`config.mk`:
```
export PLATFORM = sky130hd
export DESIGN_NAME = w3mm_filter
export DESIGN_NICKNAME = d
export VERILOG_FILES = /design/src/sv/w3mm_pkg.sv /design/src/sv/w3mm_filter.sv
export SDC_FILE = /design/constraint.sdc
export NUM_CORES = 1
export LEC_CHECK = 0
export BUFFER_PORTS_ARGS = -buffer_cell sky130_fd_sc_hd__buf_4
export CAP_MARGIN = 20
export CORE_MARGIN = 1
export CORE_UTILIZATION = 45
export DETAILED_ROUTE_END_ITERATION = 16
export GPL_TIMING_DRIVEN = 0
export HOLD_SLACK_MARGIN = 0.15
export PLACE_DENSITY = 0.62
export SKIP_CTS_REPAIR_TIMING = 1
export SLEW_MARGIN = 20
export SYNTH_ARGS = -nofsm -noshare
export SYNTH_HDL_FRONTEND = slang
export SYNTH_SLANG_ARGS = --single-unit
export TNS_END_PERCENT = 1
```
`constraint.sdc`:
```
create_clock -name aclk -period 32.7 [get_ports aclk]
set_clock_uncertainty 0.1 [all_clocks]
set_input_delay 6.54 -clock aclk [delete_from_list [all_inputs] [get_ports aclk]]
set_output_delay 6.54 -clock aclk [all_outputs]
set_load 0.01 [all_outputs]
```
`src/sv/w3mm_pkg.sv`:
```
`default_nettype none
package w3mm_pkg;

    localparam int MAX_COLS_DEF   = 1024;
    localparam int MAX_ROWS_DEF   = 4096;
    localparam int PIXEL_BITS_DEF = 8;

    localparam int CFG_ADDR_W = 3;
    localparam int CFG_DATA_W = 13;
    localparam int ROWS_W     = 13;
    localparam int COLS_W     = 11;
    localparam int START_W    = 8;

    localparam logic [CFG_ADDR_W-1:0] REG_FILTER_MODE   = 3'd0;
    localparam logic [CFG_ADDR_W-1:0] REG_IMAGE_ROWS    = 3'd1;
    localparam logic [CFG_ADDR_W-1:0] REG_IMAGE_COLS    = 3'd2;
    localparam logic [CFG_ADDR_W-1:0] REG_START_MINIMUM = 3'd3;
    localparam logic [CFG_ADDR_W-1:0] REG_START_MAXIMUM = 3'd4;

    localparam logic CMD_PIXEL = 1'b0;
    localparam logic CMD_DRAIN = 1'b1;

    localparam logic MODE_MEAN   = 1'b0;
    localparam logic MODE_MEDIAN = 1'b1;

    // output queue depth, power of two
    localparam int OUTQ_DEPTH = 16;

    typedef struct packed {
        logic emit0;   // window of columns 0,1,2
        logic emit1;   // right-edge window 1,2,2
        logic last;    // final result of the frame
        logic start;   // first pixel of a frame
    } w3mm_ctl_t;

endpackage
`default_nettype wire

```
`src/sv/w3mm_filter.sv`:
```
`default_nettype none
module w3mm_filter #(
    parameter int PIXEL_BITS = w3mm_pkg::PIXEL_BITS_DEF
) (
    input  wire logic                  aclk,
    input  wire logic                  aresetn,
    input  wire logic                  mode,
    input  wire logic                  col_en,
    input  wire logic                  col_first,
    input  wire logic [PIXEL_BITS-1:0] col_top,
    input  wire logic [PIXEL_BITS-1:0] col_mid,
    input  wire logic [PIXEL_BITS-1:0] col_bot,
    input  wire logic                  in_valid,
    input  wire w3mm_pkg::w3mm_ctl_t   in_ctl,
    output logic                       out_valid,
    output w3mm_pkg::w3mm_ctl_t        out_ctl,
    output logic      [PIXEL_BITS-1:0] out_v0,
    output logic      [PIXEL_BITS-1:0] out_v1
);

    localparam int P  = PIXEL_BITS;
    localparam int SW = P + 4;
    localparam int K  = SW + 4;
    localparam int MW = K - 2;
    localparam logic [MW-1:0] RECIP = MW'(((64'd1 << K) + 64'd8) / 64'd9);

    function automatic logic [P-1:0] fmin(input logic [P-1:0] a, input logic [P-1:0] b);
        return (a < b) ? a : b;
    endfunction

    function automatic logic [P-1:0] fmax(input logic [P-1:0] a, input logic [P-1:0] b);
        return (a > b) ? a : b;
    endfunction

    function automatic logic [P-1:0] med3(input logic [P-1:0] a, input logic [P-1:0] b,
                                          input logic [P-1:0] c);
        return fmax(fmin(a, b), fmin(fmax(a, b), c));
    endfunction

    // {hi, mid, lo}
    function automatic logic [3*P-1:0] sort3(input logic [P-1:0] a, input logic [P-1:0] b,
                                             input logic [P-1:0] c);
        return {fmax(fmax(a, b), c), med3(a, b, c), fmin(fmin(a, b), c)};
    endfunction

    function automatic logic [P-1:0] median9(input logic [3*P-1:0] s0,
                                             input logic [3*P-1:0] s1,
                                             input logic [3*P-1:0] s2);
        logic [P-1:0] lo_max;
        logic [P-1:0] md_med;
        logic [P-1:0] hi_min;
        lo_max = fmax(fmax(s0[P-1:0], s1[P-1:0]), s2[P-1:0]);
        md_med = med3(s0[2*P-1:P], s1[2*P-1:P], s2[2*P-1:P]);
        hi_min = fmin(fmin(s0[3*P-1:2*P], s1[3*P-1:2*P]), s2[3*P-1:2*P]);
        return med3(lo_max, md_med, hi_min);
    endfunction

    // [column left..right][row top..bottom]
    logic [P-1:0] win_reg [3][3];
    logic         s3_valid_reg;
    w3mm_pkg::w3mm_ctl_t s3_ctl_reg;

    logic [3*P-1:0] srt [3];
    logic [SW-1:0]  colsum [3];

    logic         s4_valid_reg;
    w3mm_pkg::w3mm_ctl_t s4_ctl_reg;
    logic [P-1:0]  med0_reg, med1_reg;
    logic [SW-1:0] sum0_reg, sum1_reg;

    logic [SW+MW-1:0] prod0, prod1;
    logic [P-1:0]     mean0, mean1;

    always_ff @(posedge aclk) begin
        if (!aresetn) begin
            for (int k = 0; k < 3; k++) begin
                for (int j = 0; j < 3; j++) begin
                    win_reg[k][j] <= '0;
                end
            end
        end else if (col_en) begin
            if (col_first) begin
                for (int k = 0; k < 3; k++) begin
                    win_reg[k][0] <= col_top;
                    win_reg[k][1] <= col_mid;
                    win_reg[k][2] <= col_bot;
                end
            end else begin
                win_reg[0] <= win_reg[1];
                win_reg[1] <= win_reg[2];
                win_reg[2][0] <= col_top;
                win_reg[2][1] <= col_mid;
                win_reg[2][2] <= col_bot;
            end
        end
    end

    always_comb begin
        for (int k = 0; k < 3; k++) begin
            srt[k]    = sort3(win_reg[k][0], win_reg[k][1], win_reg[k][2]);
            colsum[k] = SW'(win_reg[k][0]) + SW'(win_reg[k][1]) + SW'(win_reg[k][2]);
        end
    end

    always_ff @(posedge aclk) begin
        med0_reg <= median9(srt[0], srt[1], srt[2]);
        med1_reg <= median9(srt[1], srt[2], srt[2]);
        sum0_reg <= colsum[0] + colsum[1] + colsum[2];
        sum1_reg <= colsum[1] + colsum[2] + colsum[2];
        s3_ctl_reg <= in_ctl;
        s4_ctl_reg <= s3_ctl_reg;
        out_ctl    <= s4_ctl_reg;
    end

    // divide by nine: multiply by rounded-up reciprocal
    assign prod0 = (SW+MW)'(sum0_reg) * (SW+MW)'(RECIP);
    assign prod1 = (SW+MW)'(sum1_reg) * (SW+MW)'(RECIP);
    assign mean0 = P'(prod0 >> K);
    assign mean1 = P'(prod1 >> K);

    always_ff @(posedge aclk) begin
        out_v0 <= (mode == w3mm_pkg::MODE_MEDIAN) ? med0_reg : mean0;
        out_v1 <= (mode == w3mm_pkg::MODE_MEDIAN) ? med1_reg : mean1;
    end

    always_ff @(posedge aclk) begin
        if (!aresetn) begin
            s3_valid_reg <= 1'b0;
            s4_valid_reg <= 1'b0;
            out_valid    <= 1'b0;
        end else begin
            s3_valid_reg <= in_valid;
            s4_valid_reg <= s3_valid_reg;
            out_valid    <= s4_valid_reg;
        end
    end

endmodule
`default_nettype wire

```
* After elaboration in Yosys (flattened, before gate mapping)
Memories as Yosys holds them, arrays and structs flattened.
Index checks and enable logic that the tools add are counted.
** Word-level totals
- Flip-flop bits (word level) :: 71
- Bits in writable memories :: 72
- Bits of input ports :: 34
- Output and inout port bits :: 21
- Logic and storage cells :: 165
- Memories kept :: 1
** Operators by class
- Add/subtract/negate cells :: 10
- Multiply operators :: 2
- Magnitude comparators :: 42
- Muxes and demuxes :: 71
- Bitwise operators :: 18
** Memory list
- win_reg :: words 3, bits a word 24, rd ports 3, clocked after memory_dff 0, write ports 3, RTL line w3mm_filter.sv:59 : logic [P-1:0] win_reg [3][3];
** Operators by type and width (number)
- 2-to-1 mux 8 bit :: 62
- greater-than comparator 8 bit :: 21
- < comparator 8 bit :: 21
- multiplier 12 x 12 -> 23 bit (second input constant) :: 2
- adder 9 x 8 -> 10 bit :: 3
- adder 8 x 8 -> 9 bit :: 3
- adder 11 x 10 -> 12 bit :: 2
- adder 10 x 10 -> 11 bit :: 2
- bitwise OR 1 bit :: 18
- 2-to-1 mux 1 bit :: 9

* Depth between registers and ports, before layout
An unclocked memory read counts as a cell.
- Depth in word-level cells :: 19
- Gate-level depth with buffers :: 95
- Mapped depth without buffers :: 88

* Least setup slack after synthesis
Ideal clock, no wire load.
- Kind :: reg-to-reg
- Start :: mem win_reg[0][58] (netlist name)
- End :: reg med1_reg[1]
- Library setup time :: 128 ps
- Arrival :: 16262 ps
- Required time :: 32472 ps
- Path slack :: 16210 ps
- Cell stages (with the launch flop) :: 92
- Buffers on the path :: 7
- Clock period less this slack :: 16490 ps
- Cells stage by stage :: edfxtp_1 > inv_1 > ha_1 > o21ai_1 > a21oi_1 > o21bai_1 > a21oi_1 > clkbuf_1 > o21ai_0 > ha_1 > a21oi_1 > a31oi_1 > a211oi_4 > inv_2 > nand2_1 > a21bo_2 > inv_1 > ha_1 > (+56 left out) > a31oi_1 > o31a_1 > buf_2 > nor2_1 > a21oi_1 > ha_1 > nor2b_1 > o21a_1 > o21ai_0 > nand2b_1 > a21oi_1 > o21ai_0 > o21ai_0 > inv_1 > a2111oi_0 > o311ai_0 > o211ai_1 > a21oi_1
** RTL lines
- start, declared :: RTL line w3mm_filter.sv:59
- end signal, assigned :: RTL line w3mm_filter.sv:107 : med1_reg <= median9(srt[1], srt[2], srt[2]);
- end, declared :: RTL line w3mm_filter.sv:68 : logic [P-1:0] med0_reg, med1_reg;

==> results.rst <==
.. list-table::
   :header-rows: 1

   * - Metric
     - Value
   * - Most frequent CP cell
     - a21oi_1
   * - Biggest area consumer among synthesized cells
     - ha_1
   * - WL per Instance
     - 19.1 um
   * - Diode insertion count for antenna repair
     - 0
   * - Critical path required time
     - 32.89 ns
   * - Io pins
     - 55
   * - Rows
     - 78
   * - Die extent in y
     - 218 um
   * - Number of buffers added by the clock tree synthesis step
     - 17
   * - Initial core utilization
     - 45.9%
   * - Placeable core region
     - 45700 um^2
   * - Endpoint of the most critical setup path
     - med1_reg[1]$_DFF_P_
   * - Portion of the post-synthesis area used by sequential elements
     - 17.1%
   * - Cell count of the worst reg-to-reg path
     - 87
   * - Clock-pin slew of the registers on the worst-case setup and hold paths
     - 0.07 ns
   * - Post-Route Hold Slack
     - 0.225 ns
   * - Worst setup path class
     - register to register
   * - Number of detailed-routing iterations run before antenna repair
     - 5
   * - Relative max-transition margin
     - 21.9%
   * - Critical path launch point
     - win_reg[0][58]$_DFFE_PP_
   * - Per-cell via count in the routed design
     - 5.73
   * - Count of final hold-check violations
     - 0
   * - Number of endpoints failing setup at the final stage
     - 0
   * - Maximum clock frequency
     - 0.0485 GHz
   * - Final HPWL from detailed placement
     - 50200 um
   * - Type of the tightest min-delay check
     - register to register
   * - Worst r2r dst
     - med1_reg[1]$_DFF_P_
   * - Cell family contributing the most delay on the critical path
     - compound AO/OA/AOI/OAI gates
   * - Number of flip-flops under the largest register name
     - 72
   * - Startpoint types
     - register
   * - Final global-route overflow total
     - 0
   * - Kind of capture point of the worst setup path
     - register
   * - Setup repair after global routing missed its margin
     - no
   * - Worst-Margin Slew
     - 1.14 ns
   * - Routed Antenna Nets
     - 0
   * - Final #Nets
     - 3014
   * - Die area
     - 47400 um^2
   * - Post-Synthesis Mean Instance Area
     - 8.72 um^2
   * - Leading post-synthesis cells by cell area
     - ha_1, edfxtp_1, fa_1
   * - Number of register bits inferred by synthesis
     - 143
   * - Post-detailed-placement cell area
     - 22100 um^2
   * - Largest buffer count on any clock path
     - 2
   * - Min cycle time layout
     - 20.60 ns
   * - Accumulated negative setup slack
     - 0 ns
   * - Vias after detailed routing
     - 17700
   * - Die Width
     - 218 um
   * - R2r startpoint
     - win_reg[0][58]$_DFFE_PP_
   * - Max-cap check violation count
     - 0
   * - Arrival time of data at the critical path endpoint
     - 20.79 ns
   * - Most frequent cells after synthesis
     - ha_1, inv_1, a21oi_1, nand2_1, o21ai_0
   * - Synth Instances
     - 2403
   * - Via count of the first global-routing pass
     - 17300
   * - Post-synth top area share
     - 23.9%
   * - Total of warnings raised by yosys
     - 0
   * - Antenna violations before repair
     - 0
   * - First-pass GRT wire length
     - 92700 um
   * - Net Count, Synth
     - 2941
   * - Count of port buffers added during placement
     - 53
   * - Largest stage delay on the critical path
     - 0.65 ns
   * - Number of DRC violations after detailed routing
     - 0
   * - Total global-route track usage
     - 25.2%
   * - Number of max-slew violations in the final report
     - 0
   * - Number of distinct library cell variants in the gate-level netlist after synthesis
     - 97
   * - Dominant register cell in the synthesized netlist
     - edfxtp_1
   * - Fraction of final layout cells with drive strength greater than 1
     - 8.60%
   * - Number of design-rule violations left by the first detailed-router iteration
     - 1262
   * - Worst path slowest cell
     - a21oi_1
   * - Total wire length after detailed routing
     - 59100 um
   * - Number of H-tree levels
     - 4
   * - Synth-to-Final Area Change
     - 8.25%
   * - Reg2reg setup slack
     - 12.10 ns
   * - Final setup margin
     - 12.10 ns
   * - Clock tree from TritonCTS
     - yes
   * - Highest net fanout along the worst path
     - 10
   * - Most used standard cell by instance count after synthesis
     - ha_1
   * - Clk sinks
     - 143
   * - Share of async-settable or async-resettable flops after synthesis
     - 0%
   * - Worst setup slack after placement
     - 12.51 ns
   * - Count of buffer and inverter cells on the critical path
     - 10
   * - Syn Std Cell Area
     - 21000 um^2
   * - Period utilization
     - 63.0%
   * - Status
     - complete, no violations
   * - Source-to-sink clock delay at the later pin of the worst-skew pair
     - 0.46 ns
   * - Pin count of the biggest net entering global routing
     - 58
   * - Clock root cell
     - clkbuf_16
   * - Stages on worst setup path
     - 87
   * - Cell area after layout
     - 22700 um^2
   * - Final weighted congestion in routability-driven placement
     - 0.958
   * - Number of enable-type register cells in the synthesized netlist
     - 72
metal layers:
metal | global-route usage [%] | vias to the layer above | share of wire (%)
met2 | 41.5 | 505 | 46
met5 | 0 | - | 0
met4 | 8.41 | 0 | 3.0
met1 | 34.5 | 8454 | 46
met3 | 2.59 | 101 | 5.2
li1 | - | 8649 | -
worst min-delay path by stage:
stage          cells after the start                   from               endpoint  slack, ns
2_1_floorplan                      0  s4_ctl_reg[0]$_DFF_P_     out_ctl[0]$_DFF_P_       0.21
3_3_place_gp                       0  s3_ctl_reg[0]$_DFF_P_  s4_ctl_reg[0]$_DFF_P_       0.21
3_5_place_dp                       0  s4_ctl_reg[3]$_DFF_P_     out_ctl[3]$_DFF_P_       0.21
4_1_cts                            0  s4_ctl_reg[3]$_DFF_P_     out_ctl[3]$_DFF_P_       0.23
5_1_grt                            0  s3_ctl_reg[1]$_DFF_P_  s4_ctl_reg[1]$_DFF_P_       0.23
6_report                           0  s3_ctl_reg[1]$_DFF_P_  s4_ctl_reg[1]$_DFF_P_       0.23
metrics by stage:
| stage | instances | utilization, % |
|---|---|---|
| after floorplan | 2403 | - |
| after global placement | 3056 | 48.4 |
| after detailed placement | 3057 | 48.5 |
| after CTS | 3089 | 49.7 |
| after global routing | 3089 | 49.7 |
| final | 3089 | 49.7 |
layout make-up:
type	count	area, um^2
repair buffers	54	425
clock inverters	13	108
inverters	303	1140
plain buffers	58	250
multi-input cells	1899	16000
clock buffers	19	433
flip-flops and latches	143	3580
fillers	4396	23000
well taps	600	751
cell families after synthesis:
family,share of synthesized area (%)
DFF,17.1
and+or+nand+nor,13.3
adders and majority gates,33.9
AOI/OAI and AO/OA,19.8
muxes,6.84
buffers and inverters,6.63
xor gates and xnor gates,2.43
cells in the final DEF, fill, tap and decap left out, types with 42 or more instances in the layout:
cell      instances
nand2b_1         67
xnor2_1          45
and3_1           43
nand2_1         167
a21oi_1         211
a21o_1           69
mux2_2           47
inv_1           301
buf_4            55
o21ai_0         147
nor2_1          117
fa_1            103
ha_1            401
mux2i_1          89
clkbuf_1         46
dfxtp_1          71
o21a_1           42
edfxtp_1         72
Power is not shown: default switching activity piles up to over one toggle a cycle in this logic, so the estimate is an artifact.
