`config.mk`:
```
export PLATFORM = sky130hd
export DESIGN_NAME = w3mm_outq
export DESIGN_NICKNAME = d
export VERILOG_FILES = /design/src/sv/w3mm_pkg.sv /design/src/sv/w3mm_outq.sv
export SDC_FILE = /design/constraint.sdc
export NUM_CORES = 1
export LEC_CHECK = 0
export ABC_AREA = 1
export ABC_CLOCK_PERIOD_IN_PS = 3630
export BUFFER_PORTS_ARGS = -buffer_cell sky130_fd_sc_hd__buf_2
export CAP_MARGIN = 20
export CORE_MARGIN = 5
export CORE_UTILIZATION = 57
export CTS_CLUSTER_SIZE = 25
export DETAILED_ROUTE_END_ITERATION = 8
export PLACE_DENSITY = 0.82
export SYNTH_ARGS = -nofsm -noshare
export SYNTH_HDL_FRONTEND = slang
export SYNTH_SLANG_ARGS = --single-unit
export TNS_END_PERCENT = 20
```
`constraint.sdc`:
```
create_clock -name aclk -period 3.63 [get_ports aclk]
set_input_delay 0.363 -clock aclk [delete_from_list [all_inputs] [get_ports aclk]]
set_output_delay 0.363 -clock aclk [all_outputs]
set_load 0.005 [all_outputs]
```
`src/sv/w3mm_pkg.sv`:
```
`default_nettype none
package w3mm_pkg;

    localparam int MAX_COLS_DEF   = 1024;
    localparam int MAX_ROWS_DEF   = 4096;
    localparam int PIXEL_BITS_DEF = 8;

    localparam int CFG_ADDR_W = 3;
    localparam int CFG_DATA_W = 13;
    localparam int ROWS_W     = 13;
    localparam int COLS_W     = 11;
    localparam int START_W    = 8;

    localparam logic [CFG_ADDR_W-1:0] REG_FILTER_MODE   = 3'd0;
    localparam logic [CFG_ADDR_W-1:0] REG_IMAGE_ROWS    = 3'd1;
    localparam logic [CFG_ADDR_W-1:0] REG_IMAGE_COLS    = 3'd2;
    localparam logic [CFG_ADDR_W-1:0] REG_START_MINIMUM = 3'd3;
    localparam logic [CFG_ADDR_W-1:0] REG_START_MAXIMUM = 3'd4;

    localparam logic CMD_PIXEL = 1'b0;
    localparam logic CMD_DRAIN = 1'b1;

    localparam logic MODE_MEAN   = 1'b0;
    localparam logic MODE_MEDIAN = 1'b1;

    // output queue depth, power of two
    localparam int OUTQ_DEPTH = 16;

    typedef struct packed {
        logic emit0;   // window of columns 0,1,2
        logic emit1;   // right-edge window 1,2,2
        logic last;    // final result of the frame
        logic start;   // first pixel of a frame
    } w3mm_ctl_t;

endpackage
`default_nettype wire

```
`src/sv/w3mm_outq.sv`:
```
`default_nettype none
module w3mm_outq #(
    parameter int PIXEL_BITS = w3mm_pkg::PIXEL_BITS_DEF
) (
    input  wire logic                  aclk,
    input  wire logic                  aresetn,
    input  wire logic                  take,
    output logic                       ready,
    input  wire logic                  in_valid,
    input  wire w3mm_pkg::w3mm_ctl_t   in_ctl,
    input  wire logic [PIXEL_BITS-1:0] in_v0,
    input  wire logic [PIXEL_BITS-1:0] in_v1,
    input  wire logic [PIXEL_BITS-1:0] start_min,
    input  wire logic [PIXEL_BITS-1:0] start_max,
    output logic                       m_valid,
    input  wire logic                  m_ready,
    output logic      [PIXEL_BITS-1:0] m_pix,
    output logic      [PIXEL_BITS-1:0] m_min,
    output logic      [PIXEL_BITS-1:0] m_max,
    output logic                       m_last
);

    localparam int P   = PIXEL_BITS;
    localparam int QD  = w3mm_pkg::OUTQ_DEPTH;
    localparam int QAW = $clog2(QD);
    localparam int QCW = $clog2(QD + 1);

    typedef struct packed {
        logic [P-1:0] pix;
        logic         last;
        logic [P-1:0] mn;
        logic [P-1:0] mx;
    } entry_t;

    entry_t         q [QD];
    logic [QAW-1:0] wr_ptr_reg, rd_ptr_reg;
    logic [QCW-1:0] count_reg, count_next;
    logic [QCW-1:0] res_reg, res_next;
    logic [P-1:0]   run_min_reg, run_max_reg;
    logic [P-1:0]   mn0, mx0, mn1, mx1;
    logic           e0, e1, pop;
    logic [QCW-1:0] nres;
    entry_t         ent0, ent1, head;

    assign e0   = in_valid && in_ctl.emit0;
    assign e1   = in_valid && in_ctl.emit1;
    assign nres = QCW'(e0) + QCW'(e1);

    always_comb begin
        mn0 = (e0 && in_v0 < run_min_reg) ? in_v0 : run_min_reg;
        mx0 = (e0 && in_v0 > run_max_reg) ? in_v0 : run_max_reg;
        mn1 = (e1 && in_v1 < mn0) ? in_v1 : mn0;
        mx1 = (e1 && in_v1 > mx0) ? in_v1 : mx0;
        ent0 = '{pix: in_v0, last: 1'b0, mn: '0, mx: '0};
        ent1 = '{pix: in_v1, last: in_ctl.last,
                 mn: in_ctl.last ? mn1 : '0, mx: in_ctl.last ? mx1 : '0};
    end

    assign head    = q[rd_ptr_reg];
    assign m_valid = (count_reg != '0);
    assign pop     = m_valid && m_ready;
    assign m_pix   = head.pix;
    assign m_min   = head.mn;
    assign m_max   = head.mx;
    assign m_last  = head.last;

    // every item in flight holds two slots until its results land
    assign count_next = count_reg + nres - QCW'(pop);
    assign res_next   = res_reg + (take ? QCW'(2) : '0) - QCW'(pop)
                        - (in_valid ? (QCW'(2) - nres) : '0);
    assign ready      = (res_reg <= QCW'(QD - 2));

    always_ff @(posedge aclk) begin
        if (e0) begin
            q[wr_ptr_reg] <= ent0;
        end
        if (e1) begin
            q[wr_ptr_reg + QAW'(e0)] <= ent1;
        end
    end

    always_ff @(posedge aclk) begin
        if (!aresetn) begin
            wr_ptr_reg  <= '0;
            rd_ptr_reg  <= '0;
            count_reg   <= '0;
            res_reg     <= '0;
            run_min_reg <= '1;
            run_max_reg <= '0;
        end else begin
            wr_ptr_reg <= wr_ptr_reg + QAW'(nres);
            rd_ptr_reg <= rd_ptr_reg + QAW'(pop);
            count_reg  <= count_next;
            res_reg    <= res_next;
            if (in_valid) begin
                if (in_ctl.start) begin
                    run_min_reg <= start_min;
                    run_max_reg <= start_max;
                end else begin
                    run_min_reg <= mn1;
                    run_max_reg <= mx1;
                end
            end
        end
    end

endmodule
`default_nettype wire

```
# Word-level counts from Yosys, hierarchy flattened
# Memories as Yosys holds them, arrays and structs flattened. A register that Yosys moved wholly into a read port is not among the register bits.
# Cells that the tools add are included.
[word_totals] register_bits=34 ram_bits=400 in_bits=41 out_inout_bits=27 elab_cells=45 n_memories=1
[op_classes] n_addsub=10 n_lt_le_gt_ge=5 mux=15 n_reduce_logical=8
[memory_table] memory="q" words=16 word_bits=25 read_ports=1 rd_ports_with_merged_regs=1 wr=2 line="w3mm_outq.sv:35" source="entry_t q [QD];"
[ops] op="2-to-1 mux 8 bit" count=8
[ops] op="> comparator 8 bit" count=2
[ops] op="less-than comparator 8 bit" count=2
[ops] op="adder 5 x 2 -> 5 bit" count=2
[ops] op="subtractor 5 x 1 -> 5 bit" count=2
[ops] op="adder 4 x 1 -> 4 bit" count=2
[ops] op="logical AND 1 bit" count=7
[ops] op="<= comparator 5 x 4 -> 1 bit (second input constant)" count=1
[ops] op="2-to-1 mux 5 bit" count=1
[ops] op="nonzero test 5 bit" count=1
[ops] op="subtractor 5 bit" count=1
[ops] op="adder 4 x 2 -> 4 bit" count=1
[ops] op="2-to-1 mux 1 bit" count=4
[ops] op="2-to-1 mux 4 bit" count=1
[ops] op="subtractor 2 x 2 -> 3 bit (first input constant)" count=1
[ops] op="adder 1 x 1 -> 2 bit" count=1
[ops] op="2-to-1 mux 2 bit" count=1

# Depth between registers and ports, before layout
# Gate-level depths: netlist of run 1.
[logic_depth] word_depth=7 depth_mapped=26 mapped_depth_nobuf=23

# Worst setup path before layout of run 1
# No wires, ideal clock.
[synth_path] path_kind="input-to-reg" from="input port in_v0[0]" to="memory q[6][3] in the netlist's numbering (data pin)" setup_ps=266 t_arrival_ps=3451 t_required_ps=3364 slack_ps=-87 stages=24 path_buffers=5 cell_sequence="inv_1 > clkbuf_1 > clkbuf_1 > ha_1 > nor2_1 > nor2_1 > o21ai_0 > nand2_1 > o211ai_1 > nand3_1 > buf_2 > nand2_1 > o21ai_0 > ha_1 > nand2_1 > o21a_1 > o221ai_1 > nand2_1 > nor2_1 > buf_2 > o21ai_0 > inv_1 > buf_2 > nor2_1"
[synth_rtl] element="from (decl)" line="w3mm_outq.sv:11" source="input wire logic [PIXEL_BITS-1:0] in_v0,"
[synth_rtl] element="to (decl)" line="w3mm_outq.sv:35"

==> results by group, run 1 <==
Layout
  • Reg area: 12700 um^2
  • P&R area growth vs syn: 13.6%
  • Final net count: 2377
  • Fillcell total: 2888
  • Post-route non-filler standard cell count: 2832
  • Most frequent cells in the layout: edfxtp_1 (400), o21ai_0 (270), nor2_1 (257), nand2_1 (254), inv_1 (213)
  • Commonest non-fill, non-tap cell in the layout: edfxtp_1
  • Inserted Diodes: 0
  • Largest register FFs: 400
  • Multi-input gate area: 7950 um^2
  • Layout cells sized above 1: between 10% and 20%
  • Final Instance Area: 25100 um^2

Power
  • Maximum vdd ir drop: about 0.42 mV
  • PwrDens: 546 nW/um^2
  • Lkg Pwr: 8.95 nW

Place
  • Global placer's final weighted congestion: about 0.9
  • Pre-CTS setup slack: -0.0306 ns
  • DP Cell Count: 2742
  • PortBufs: 67
  • Placement Cell Area: approximately 24000 um^2
  • Detailed placement HPWL: 37.7 mm

GRT
  • Vias in the first global route: 16973
  • Global route overflow: 0
  • GR Util All Layers: 27.2%
  • Initial antenna violation count: 0
  • First-pass GRT wire length: 92.7 mm
  • Largest net degree at the start of global routing: between 90 and 100

Critical path
  • Worst R2R Setup Slack: around 0.18 ns
  • WP data required: 3.92 ns
  • WS Path Type: reg -> reg
  • Crit. End Element: flip-flop
  • Crit start category: flip-flop
  • Crit path DAT: 3.74 ns
  • Worst R2R Path Depth: 20
  • Worst-path maximum fanout: 8

STA
  • Max Slew Vio Count: 0
  • Final Worst Setup Slack: about 0.18 ns
  • Slew HR: 32.1%
  • FMAX: roughly 0.29 GHz
  • Worst Skew: 0.0192 ns
  • Worst slew pin tran: 1.02 ns
  • Min Tclk post-route: 3.45 ns
  • Final hold violation count: 0
  • Final period utilization: roughly 95%
  • Final setup fails: 0

Logic synthesis
  • Sequential cell area fraction in the yosys report: 57.3%
  • Synth cell types: 38
  • Synth Register Bits: about 430
  • Yosys warns: 0
  • Cell count after synthesis: 2224
  • Syn_nets: 2323
  • Mapped Area: 22100 um^2
  • Syn Area/Cell: 9.95 um^2

Clock tree
  • Root buffer cell: clkbuf_16
  • Clock sink count: ~430
  • CTS tree: yes
  • Worst skew pair latency: ~0.56 ns
  • Cts bufs inserted: 45
  • H-tree level count: 2
  • Clk slew on worst S/H paths: 0.06 ns
  • Max clock buf depth: 3
  • CTS Hold Bufs: 0

Floorplan
  • I/O pin cnt: between 60 and 70
  • Row cnt: around 70
  • DIE HEIGHT: a little over 200 um
  • Die area: 42900 um^2
  • Initial Util: about 57%
  • Die W: 207 um
  • Core area: between 30000 and 40000 um^2

Detailed routing
  • Vias: around 17000
  • Wirelength per Cell: 21.3 um
  • Post-DRT Antenna Nets: 0
  • Final WL: 60.3 mm
  • Drt pass-1 iters: 7
  • Vias per inst: 6.01
  • First DRT Iteration DRCs: 1792
  • # DRC: 0

Min path
  • Hold Path Depth: 5
  • HP Class: in -> reg

Status
  • Status: finished, final reports clean

Run
  • Max-Cap Viols: 0
[metrics by stage]
step	utilization [%]	setup TNS [ns]	power [mW]	hold WS, ns
final	65.2	0	13.7	0.120
after global routing	65.2	-0.564	14.3	0.130
after CTS	64.6	0	13.6	0.110
after detailed placement	61.0	-0.303	9.28	0.454
after global placement	61.0	0	9.16	0.455
after floorplan	-	0	8.11	0.440
[cells in the mapped netlist]
library cell,number,area (um^2)
a41oi_1,1,8.76
o21a_1,1,7.51
edfxtp_1,400,12000
mux2i_1,100,1000
a31oi_1,1,6.26
buf_6,15,169
nor2_4,1,11.3
fa_1,4,80.1
ha_1,54,676
nand2_4,2,22.5
xnor2_1,5,43.8
xor2_1,4,35.0
clkinv_1,2,7.51
o21ai_2,1,8.76
o21ai_0,304,1520
nand4_1,2,12.5
nor2_2,89,557
o211ai_1,101,758
buf_1,17,63.8
a2111oi_4,1,27.5
inv_2,6,22.5
nor2_1,259,972
nand2_1,256,961
clkbuf_1,98,368
a211oi_1,1,7.51
a21oi_1,136,681
nand2_2,5,31.3
dfxtp_1,34,681
nand3b_1,1,7.51
nor3_1,4,20.0
buf_2,30,150
and2_1,8,50.1
buf_8,1,15.0
o221ai_1,1,8.76
buf_4,3,22.5
inv_1,220,826
nand3_2,1,10.0
nand3_1,55,275
[worst paths after layout]
kind,start,to
hold reg to reg,run_min_reg[4],run_min_reg[4]
setup / recovery,run_max_reg[3],q[2][5]
hold / removal,start_min[2],run_min_reg[2]
setup reg to reg,run_max_reg[3],q[2][5]
[critical path: stages, from the launching register on]
cell and delay (ns):
dfxtp_1 0.33, inv_1 0.10, ha_1 0.31, a21oi_1 0.14
o21ai_1 0.08, nand2_1 0.07, o211ai_1 0.08, nand3_1 0.13
clkbuf_4 0.22, o21ai_2 0.07, ha_1 0.29, a21oi_1 0.07
o21a_1 0.20, o221ai_2 0.15, nand2_1 0.11, nor2_4 0.23
clkbuf_16 0.20, o21ai_4 0.07, inv_4 0.11, clkbuf_16 0.16
nor2_1 0.04
[what timing repair did]
action,CTS,global route
gates resized for setup,0,54
buffers inserted,0,3
setup endpoints to repair,0,206
[layout make-up]
class	instances	share of cell area (%)
Sequential cell	434	50.5
Clock buffer	67	5.01
Tap cell	518	2.58
Inverter	228	3.43
Clock inverter	16	0.508
Multi-Input combinational cell	1398	31.6
Timing Repair Buffer	171	6.34
[layer usage]
metal	track usage [%]	share of wire [%]
met3	4.63	11
met1	35.7	37
met4	10.2	3.7
met5	0	0
met2	45.9	48
[kinds of logic after synthesis]
logic type	count (synthesis)	share of synthesized area, %
AOI/OAI and AO/OA	548	13.7
xor gates and xnor gates	9	0.356
adders and majority gates	58	3.41
buffers and inverters	392	7.43
DFF	434	57.3
muxes	100	4.52
and+or+nand+nor	683	13.2
[power by group]
part / internal (mW) / switching [mW]
clock network: 2.49 / 1.92
registers: 5.61 / 0.212
logic: 1.34 / 2.17
No activity file was read; power rests on OpenSTA's default activity.
==> inputs of run 2 (changes only) <==
--- a/config.mk
+++ b/config.mk
@@ -13,7 +13,7 @@
 export CORE_UTILIZATION = 57
 export CTS_CLUSTER_SIZE = 25
 export DETAILED_ROUTE_END_ITERATION = 8
-export PLACE_DENSITY = 0.82
+export PLACE_DENSITY = 0.84
 export SYNTH_ARGS = -nofsm -noshare
 export SYNTH_HDL_FRONTEND = slang
 export SYNTH_SLANG_ARGS = --single-unit
==> run 2 against run 1 <==
  * Worst setup slack gained 0.069 ns
  * Non-clock buffer count shrank 19
  * Register-to-register slack gained 0.07 ns
  * Maximum frequency grew 2.0%
  * Sequential share of layout area grew 0.50 points
  * Largest power group unchanged
==> results by group, run 2 (synthesized netlist as in run 1, its figures left out) <==
STA
  • Min Tclk post-route: 3.38 ns (was 3.45 ns)
  • Final period utilization: 93.2% (was 95.1%)
  • Final setup fails: 0 (unchanged)
  • Slew HR: 29.0% (was 32.1%)
  • Worst Skew: 0.0185 ns (was 0.0192 ns)
  • FMAX: 0.296 GHz (was 0.290 GHz)
  • Final hold violation count: 0 (unchanged)
  • Worst slew pin tran: 1.06 ns (was 1.02 ns)
  • Max Slew Vio Count: 0 (unchanged)

Critical path
  • WP data required: 3.90 ns (was 3.92 ns)
  • Worst R2R Setup Slack: 0.25 ns (was 0.18 ns)
  • Worst-path maximum fanout: 16 (was 8)
  • Top Family by Delay on Critical Path: simple AND/OR/NAND/NOR gates (was compound AO/OA/AOI/OAI gates)
  • Crit start category: flip-flop (unchanged)
  • Slowest-stage cell, CP: dfxtp_1 (unchanged)
  • Worst-path cell chain: inv_1, ha_1, inv_1, nor2_1, nor2_1, o21ai_1, nand2_1, o211ai_1, nand3_1, buf_6, nand2_1, o21ai_1, ha_1, nand2_1, o21a_1, o221ai_1, nand2_1, nor2_4, buf_12, nand2_1, o21ai_4, buf_12, nor2_1 (was inv_1, ha_1, a21oi_1, o21ai_1, nand2_1, o211ai_1, nand3_1, clkbuf_4, o21ai_2, ha_1, a21oi_1, o21a_1, o221ai_2, nand2_1, nor2_4, clkbuf_16, o21ai_4, inv_4, clkbuf_16, nor2_1)
  • Crit. End Element: flip-flop (unchanged)
  • Largest stage delay, worst path: 0.33 ns (about the same)
  • Buf/Inv on CP: 5 (unchanged)
  • Crit path DAT: 3.66 ns (was 3.74 ns)
  • Worst path most repeated cell: nand2_1
  • WS Path Type: reg -> reg (unchanged)

Layout
  • Commonest non-fill, non-tap cell in the layout: edfxtp_1 (unchanged)
  • Final net count: 2357 (was 2377)
  • Most frequent cells in the layout: edfxtp_1 (400), o21ai_0 (276), nand2_1 (256), nor2_1 (255), inv_1 (216) (was edfxtp_1 (400), o21ai_0 (270), nor2_1 (257), nand2_1 (254), inv_1 (213))
  • Final Instance Area: 24900 um^2 (was 25100 um^2)
  • P&R area growth vs syn: 12.4% (was 13.6%)
  • Largest register FFs: 400 (unchanged)
  • Inserted Diodes: 0 (unchanged)
  • Fillcell total: 2949 (was 2888)
  • Post-route non-filler standard cell count: 2806 (was 2832)
  • Layout cells sized above 1: 15.4% (was 16.5%)

Clock tree
  • H-tree level count: 2 (unchanged)
  • CTS Hold Bufs: 0 (unchanged)
  • Worst skew pair latency: 0.57 ns (was 0.56 ns)
  • CTS tree: yes (unchanged)
  • Cts bufs inserted: 44 (was 45)
  • Max clock buf depth: 3 (unchanged)
  • Root buffer cell: clkbuf_16 (unchanged)
  • Clk slew on worst S/H paths: 0.07 ns (was 0.06 ns)
  • Clock sink count: 434 (unchanged)

Detailed routing
  • Wirelength per Cell: 21.6 um (was 21.3 um)
  • Final WL: 60.6 mm (was 60.3 mm)
  • Drt pass-1 iters: 5 (was 7)
  • Vias per inst: 6.10 (was 6.01)
  • # DRC: 0 (unchanged)
  • First DRT Iteration DRCs: 2250 (was 1792)
  • Vias: 17117 (was 17032)
  • Post-DRT Antenna Nets: 0 (unchanged)

Place
  • Global placer's final weighted congestion: 0.957 (was 0.902)
  • PortBufs: 67 (unchanged)
  • Placement Cell Area: 23400 um^2 (was 23500 um^2)
  • DP Cell Count: 2728 (was 2742)
  • Detailed placement HPWL: 37.1 mm (was 37.7 mm)

Power
  • Maximum vdd ir drop: 0.455 mV (was 0.415 mV)
  • PwrDens: 553 nW/um^2 (was 546 nW/um^2)
  • Lkg Pwr: 8.84 nW (was 8.95 nW)

GRT
  • First-pass GRT wire length: 92.4 mm (was 92.7 mm)
  • GR Util All Layers: 27.1% (was 27.2%)
  • Vias in the first global route: 17015 (was 16973)
  • Initial antenna violation count: 2 (was 0)
  • Global route overflow: 0 (unchanged)
  • Largest net degree at the start of global routing: 126 (was 95)

Run
  • Max-Cap Viols: 0 (unchanged)

Floorplan
  • Die W: 207 um (unchanged)
  • Die area: 42900 um^2 (unchanged)
  • Core area: 38600 um^2 (unchanged)
  • Initial Util: 57.4% (unchanged)
  • I/O pin cnt: 68 (unchanged)
  • DIE HEIGHT: 207 um (unchanged)
  • Row cnt: 72 (unchanged)

Min path
  • HP Class: in -> reg (unchanged)

Status
  • Status: finished, final reports clean (unchanged)
## run 2: changes by cell type in the layout (fill, tap and decap cells not counted), moves of 5 or more
cell      before  now
buf_4         65   55
clkbuf_1      17    9
o21ai_0      270  276
buf_12        33   28
## run 2: layout make-up
| type | instances | area, um^2 | area share [%] |
|---|---|---|---|
| well taps | 518 | 648 | 2.60 |
| clock buffers | 55 | 1160 | 4.64 |
| clock inverters | 21 | 254 | 1.02 |
| inverters | 228 | 857 | 3.44 |
| flip-flops and latches | 434 | 12700 | 51.0 |
| repair buffers | 152 | 1350 | 5.40 |
| multi-input cells | 1398 | 7930 | 31.9 |
## run 2: layer usage
| layer | routed length, um | global-route usage (%) |
|---|---|---|
| met5 | 19 | 0 |
| met4 | 2850 | 12.6 |
| met3 | 6840 | 5.05 |
| met2 | 29200 | 45.4 |
| met1 | 21700 | 34.3 |
## run 2: timing repair
action / in CTS / in global routing
gates resized for setup: 0 / 29
setup endpoints to repair: 0 / 123
setup buffers: 0 / 1
## run 2: worst reg2reg max path, stage by stage (launching register included)
cell and delay (ns):
dfxtp_1 0.33, inv_1 0.07, ha_1 0.27, inv_1 0.04
nor2_1 0.10, nor2_1 0.05, o21ai_1 0.12, nand2_1 0.07
o211ai_1 0.08, nand3_1 0.11, buf_6 0.16, nand2_1 0.06
o21ai_1 0.09, ha_1 0.30, nand2_1 0.07, o21a_1 0.19
o221ai_1 0.14, nand2_1 0.12, nor2_4 0.17, buf_12 0.13
nand2_1 0.08, o21ai_4 0.10, buf_12 0.18, nor2_1 0.06
## run 2: report_power, final
group,switching (mW),internal (mW),total [mW]
logic,2.23,1.29,3.52
registers,0.116,5.61,5.72
clock network,1.92,2.62,4.54
total,4.26,9.51,13.8
## run 2: final timing paths
check | end | cells past startpoint | startpoint
max | q[10][0] | 23 | run_max_reg[1]
min | run_min_reg[4] | 5 | start_min[4]
max reg2reg | q[10][0] | 23 | run_max_reg[1]
min reg2reg | run_max_reg[3] | 2 | run_max_reg[3]
## run 2: stage by stage
step	worst slack [ns]	total power, mW	hold WS, ns	setup TNS (ns)	util (%)
after floorplan	0.0129	8.11	0.440	0	-
after global placement	0.0652	9.09	0.453	0	60.7
after detailed placement	0.0544	9.24	0.464	0	60.7
after CTS	0.162	13.7	0.0976	0	64.3
after global routing	-0.0139	14.3	0.140	-0.0443	64.6
final	0.248	13.8	0.117	0	64.6
